## src/sv/segcyl_pkg.sv

```systemverilog
// ----------------------------------------------------------------------------
// segcyl_pkg
// Shared widths, stage types and constants for the segment to axis-angle
// pipeline.
// ----------------------------------------------------------------------------
package segcyl_pkg;

  localparam int SQ_STEPS  = 31;  // one root bit per stage
  localparam int DIV_STEPS = 16;  // one quotient bit per stage
  localparam int CORD_STEPS = 20;
  localparam int DIV_PAD   = 6;   // aligns the divider with the angle path

  typedef logic signed [24:0] diff_t;

  typedef struct packed {
    diff_t dx;
    diff_t dy;
    diff_t dz;
    logic  zero;
  } sq_side_t;

  typedef struct packed {
    logic [30:0] l18;
    logic        zero;
  } cord_side_t;

  typedef struct packed {
    logic [15:0] q_x;
    logic [15:0] q_y;
    logic        neg_x;
    logic        neg_y;
  } axis_mag_t;

  // Arctangent of 2^-i in binary angle units, 2^32 per turn.
  localparam logic [31:0] ATAN_BIN [CORD_STEPS] = '{
    32'h20000000, 32'h12E4051D, 32'h09FB385B, 32'h051111D4, 32'h028B0D43,
    32'h0145D7E1, 32'h00A2F61E, 32'h00517C55, 32'h0028BE53, 32'h00145F2F,
    32'h000A2F98, 32'h000517CC, 32'h00028BE6, 32'h000145F3, 32'h0000A2F9,
    32'h0000517C, 32'h000028BE, 32'h0000145F, 32'h00000A2F, 32'h00000517
  };

  localparam logic signed [33:0] QUARTER_TURN = 34'sh040000000;
  localparam logic [24:0]        TILT_SCALE   = 25'd23593656;
  localparam logic [15:0]        TILT_MAX     = 16'd46082;
  localparam logic [15:0]        AXIS_ONE     = 16'd16384;
  localparam logic [17:0]        DIA_RESET    = 18'd8192;
  // floor(x / 10) = (x * DIV10_MUL) >> 23 for every x below 2^20.
  localparam logic [19:0]        DIV10_MUL    = 20'd838861;
  localparam logic signed [17:0] CORR_OFS     = -18'sd2455;
  localparam logic signed [28:0] LEN_MAX      = 29'sd134217727;
  localparam logic signed [28:0] LEN_MIN      = -29'sd134217728;

endpackage

```

## src/sv/segcyl_div.sv

```systemverilog
// ----------------------------------------------------------------------------
// segcyl_div
// Two-lane pipelined restoring divider for the axis components, one
// quotient bit per stage, rounded to nearest through the offset numerator.
// ----------------------------------------------------------------------------
module segcyl_div (
  input  logic                  clk,
  input  logic                  en,
  input  logic signed [25:0]    num_x_i,
  input  logic signed [25:0]    num_y_i,
  input  logic [30:0]           l18_i,
  output segcyl_pkg::axis_mag_t mag_o
);
  import segcyl_pkg::*;

  typedef struct packed {
    logic [46:0] n;
    logic [15:0] q;
    logic        neg;
  } lane_t;

  lane_t       x_r  [DIV_STEPS+1];
  lane_t       y_r  [DIV_STEPS+1];
  logic [31:0] den_r [DIV_STEPS];
  lane_t       x_nxt [DIV_STEPS+1];
  lane_t       y_nxt [DIV_STEPS+1];

  function automatic lane_t div_prep(input logic signed [25:0] num,
                                     input logic [30:0] l18);
    logic [25:0] mag;
    lane_t       o;
    mag   = num[25] ? 26'(-num) : 26'(num);
    o.n   = {mag[24:0], 21'b0} + {16'b0, l18};
    o.q   = '0;
    o.neg = num[25];
    return o;
  endfunction

  function automatic lane_t div_step(input lane_t l, input logic [31:0] den,
                                     input int sh);
    logic [46:0] dsh;
    lane_t       o;
    dsh   = {15'b0, den} << sh;
    o     = l;
    if (l.n >= dsh) begin
      o.n  = l.n - dsh;
      o.q  = l.q | (16'd1 << sh);
    end
    return o;
  endfunction

  always_comb begin
    x_nxt[0] = div_prep(num_x_i, l18_i);
    y_nxt[0] = div_prep(num_y_i, l18_i);
    for (int k = 1; k <= DIV_STEPS; k++) begin
      x_nxt[k] = div_step(x_r[k-1], den_r[k-1], DIV_STEPS - k);
      y_nxt[k] = div_step(y_r[k-1], den_r[k-1], DIV_STEPS - k);
    end
  end

  always_ff @(posedge clk) begin
    if (en) begin
      den_r[0] <= {l18_i, 1'b0};
      for (int k = 0; k <= DIV_STEPS; k++) begin
        x_r[k] <= x_nxt[k];
        y_r[k] <= y_nxt[k];
      end
      for (int k = 1; k < DIV_STEPS; k++) begin
        den_r[k] <= den_r[k-1];
      end
    end
  end

  assign mag_o = '{q_x: x_r[DIV_STEPS].q, q_y: y_r[DIV_STEPS].q,
                   neg_x: x_r[DIV_STEPS].neg, neg_y: y_r[DIV_STEPS].neg};

endmodule

```

## config.mk

```make
export PLATFORM = sky130hd
export DESIGN_NAME = segcyl_div
export DESIGN_NICKNAME = d
export VERILOG_FILES = /design/src/sv/segcyl_pkg.sv /design/src/sv/segcyl_div.sv
export SDC_FILE = /design/constraint.sdc
export NUM_CORES = 2
export LEC_CHECK = 0
export BUFFER_PORTS_ARGS = -buffer_cell sky130_fd_sc_hd__buf_4
export CORE_MARGIN = 2
export CORE_UTILIZATION = 55
export DETAILED_ROUTE_END_ITERATION = 6
export PLACE_DENSITY = 0.78
export SYNTH_ARGS = -nofsm -noshare
export SYNTH_HDL_FRONTEND = slang
export SYNTH_SLANG_ARGS = --single-unit
```

## constraint.sdc

```tcl
create_clock -name clk -period 6.35 [get_ports clk]
set_input_delay 0.9525 -clock clk [delete_from_list [all_inputs] [get_ports clk]]
set_output_delay 0.9525 -clock clk [all_outputs]
set_load 0.01 [all_outputs]
```

==> metrics.txt <==
outcome=completed; P_leak=54.3 nW; GRT Total Usage=0.322; die height=around 480 um; Detail Route met2 WL=180 mm; I/O pins=around 120; share of the synthesized area in the top cell type=0.473; Worst-Skew Late Latency=910 ps; pins over their slew limit=0; drt initial violations=approximately 9500; synthesis-stage register bit count=1994; mean post-synth cell area=10.4 um^2; Synth Flop Type=edfxtp_1; Arr. time, crit path=5750 ps; vias=96900; Routed met3 length=27.7 mm; setup bufs post-CTS=0; Placer Congestion=0.981; Core Region=0.229 mm^2; Met1 Wirelength=167 mm; VDD IR max=roughly 0.30 mV; minimum clock period after layout=just over 5000 ps; TNS Setup=0 ps; HPWL after detailed placement=307 mm; area leader, netlist=edfxtp_1; most common cell after layout, fill and taps aside=edfxtp_1; syn nets=around 13000; final worst-path cycle share=0.812; deepest clock path buffer count=3; Site Rows=~180; Initial Util=0.552; final hold viol count=0; worst setup path class=flop to flop; Setup Viol. Count Final=0; total die area=approximately 0.23 mm^2; clock sinks=approximately 2000; initial antenna violation count=12; CTS resizes=0; Worst-Margin Slew=1230 ps; Crit-path slowest cell=edfxtp_1; Syn Inst Count=12200; register area share after synthesis=0.473; final std cells w/o fill=around 15000; Die Wd=484 um; vias in the first global route=92200; port buffer count=118; crit end category=flop; placed cells=around 15000; layout cells sized above 1=0.0718; first-pass GRT wire length=577 mm; CP max stage delay=a little under 800 ps; CTS tree=built; PD cells=497 mW/mm^2; Hold Slack=roughly 230 ps; critical path data required time=between 6000 and 7000 ps; most frequent cells in the layout=edfxtp_1, a21oi_1, nand2_1, ha_1, o21ai_0; Reg clk slew, reported paths=approximately 60 ps; drt drc=0; Warnings, synthesis=0; Cell Chain, Critical Path=inv_1 > ha_1 > fa_1 > nand2b_1 > a21oi_1 > o211ai_1 > a31oi_1 > a31o_2 > nand4_1 > o31a_2 > nor2_1 > nand2_1 > or3_1 > xnor2_1; Clock Tree Root=clkbuf_16; Synth cell types=95; fillers=around 19000; skew final=71.3 ps; largest net degree at the start of global routing=176; Max FO, Critical Path=13; largest cells by area after synthesis=edfxtp_1, ha_1, a21oi_1; Finished Cell Area=0.138 mm^2; grt ovf=0; hold_buf cts=0; Post-synth EDFFs=about 2000; post-placement cell area=between 0.1 and 0.15 mm^2; Seq. cell area=0.0599 mm^2; unrepaired setup endpoints after global routing=false; Num CTS Buffers=213; area grow syn2layout=9.25%; Startpoint Class=flop; Multi-input gate area=0.0627 mm^2; Synth Cell Area=0.127 mm^2; Rel. slew slack=0.182; WL/cell=25.1 um; Post-Route WL=about 390 mm; asr flop ratio synth=0; max cap viols=0; max frequency=0.194 GHz; HP Class=input pin to flop; max layer used=met5; H-tree depth=4; antenna-violating nets left=0; Nets=about 13000; via-per-instance ratio=6.27; 1st-pass router iterations=6
final timing paths:
kind | start | to | slack [ps] | depth (start not counted)
worst max register to register | den_r[0][234] | x_r[0][575] | 1190 | 14
worst min register to register | y_r[0][711] | y_r[0][775] | 360 | 0
worst max-delay path | den_r[0][234] | x_r[0][575] | 1190 | 14
worst min-delay path | l18_i[14] | den_r[0][15] | 230 | 1
kinds of logic after synthesis:
group	share of synthesized area
muxes	0.0235
adders and majority gates	0.103
DFF	0.473
AOI/OAI and AO/OA	0.168
xor gates and xnor gates	0.0739
and+or+nand+nor	0.125
buffers and inverters	0.0335
registers in the layout (all words and copies together) (netlist names):
| signal | flops |
|---|---|
| x_r | 749 |
| y_r | 749 |
| den_r | 496 |
per-stage QoR:
stage	power, mW	utilization	worst slack, ps
finish	68.8	0.603	1190
global route	72.7	0.603	935
CTS	68.3	0.603	1340
detailed placement	54.8	0.570	1420
global placement	54.4	0.570	1400
floorplan	44.7	-	2210
final cells by class:
cell class / count / area share
flip-flops and latches: 1994 / 0.433
well taps: 3026 / 0.0274
clock inverters: 161 / 0.0151
clock buffers: 240 / 0.0393
multi-input cells: 9081 / 0.453
inverters: 745 / 0.0202
repair buffers: 193 / 0.0119
diodes: 4 / 0.0000724
cell usage after synthesis (191+ instances only):
cell	count
o21ai_0	929
nor2_1	783
mux2_2	213
inv_1	745
xnor2_1	604
ha_1	994
nor3_1	202
a21o_1	502
a21oi_1	1080
nand4_1	191
nand2_1	1012
xor2_1	465
clkbuf_1	247
edfxtp_1	1994
nand3_1	226
report_power, final:
part	internal, mW	leakage (nW)	total (mW)	switching [mW]
sequential	20.2	19.2	24.2	3.93
combinational	12.9	31.5	31.4	18.5
clock	7.57	3.57	13.3	5.68
worst max-delay path, delay by kind of cell (launching register included):
family / cells / cell delay (ps)
simple gates: 5 / 1160
buf+inv: 1 / 250
flops: 1 / 770
fa+ha+maj: 2 / 750
xor+xnor: 1 / 130
compound gates: 5 / 1780
routing by layer:
layer,track usage,vias to the layer above
met5,0,-
met4,0.101,6
met3,0.0546,671
met2,0.523,3654
met1,0.441,47200
li1,-,45300
Note: power is estimated with default switching activity, not from simulation.
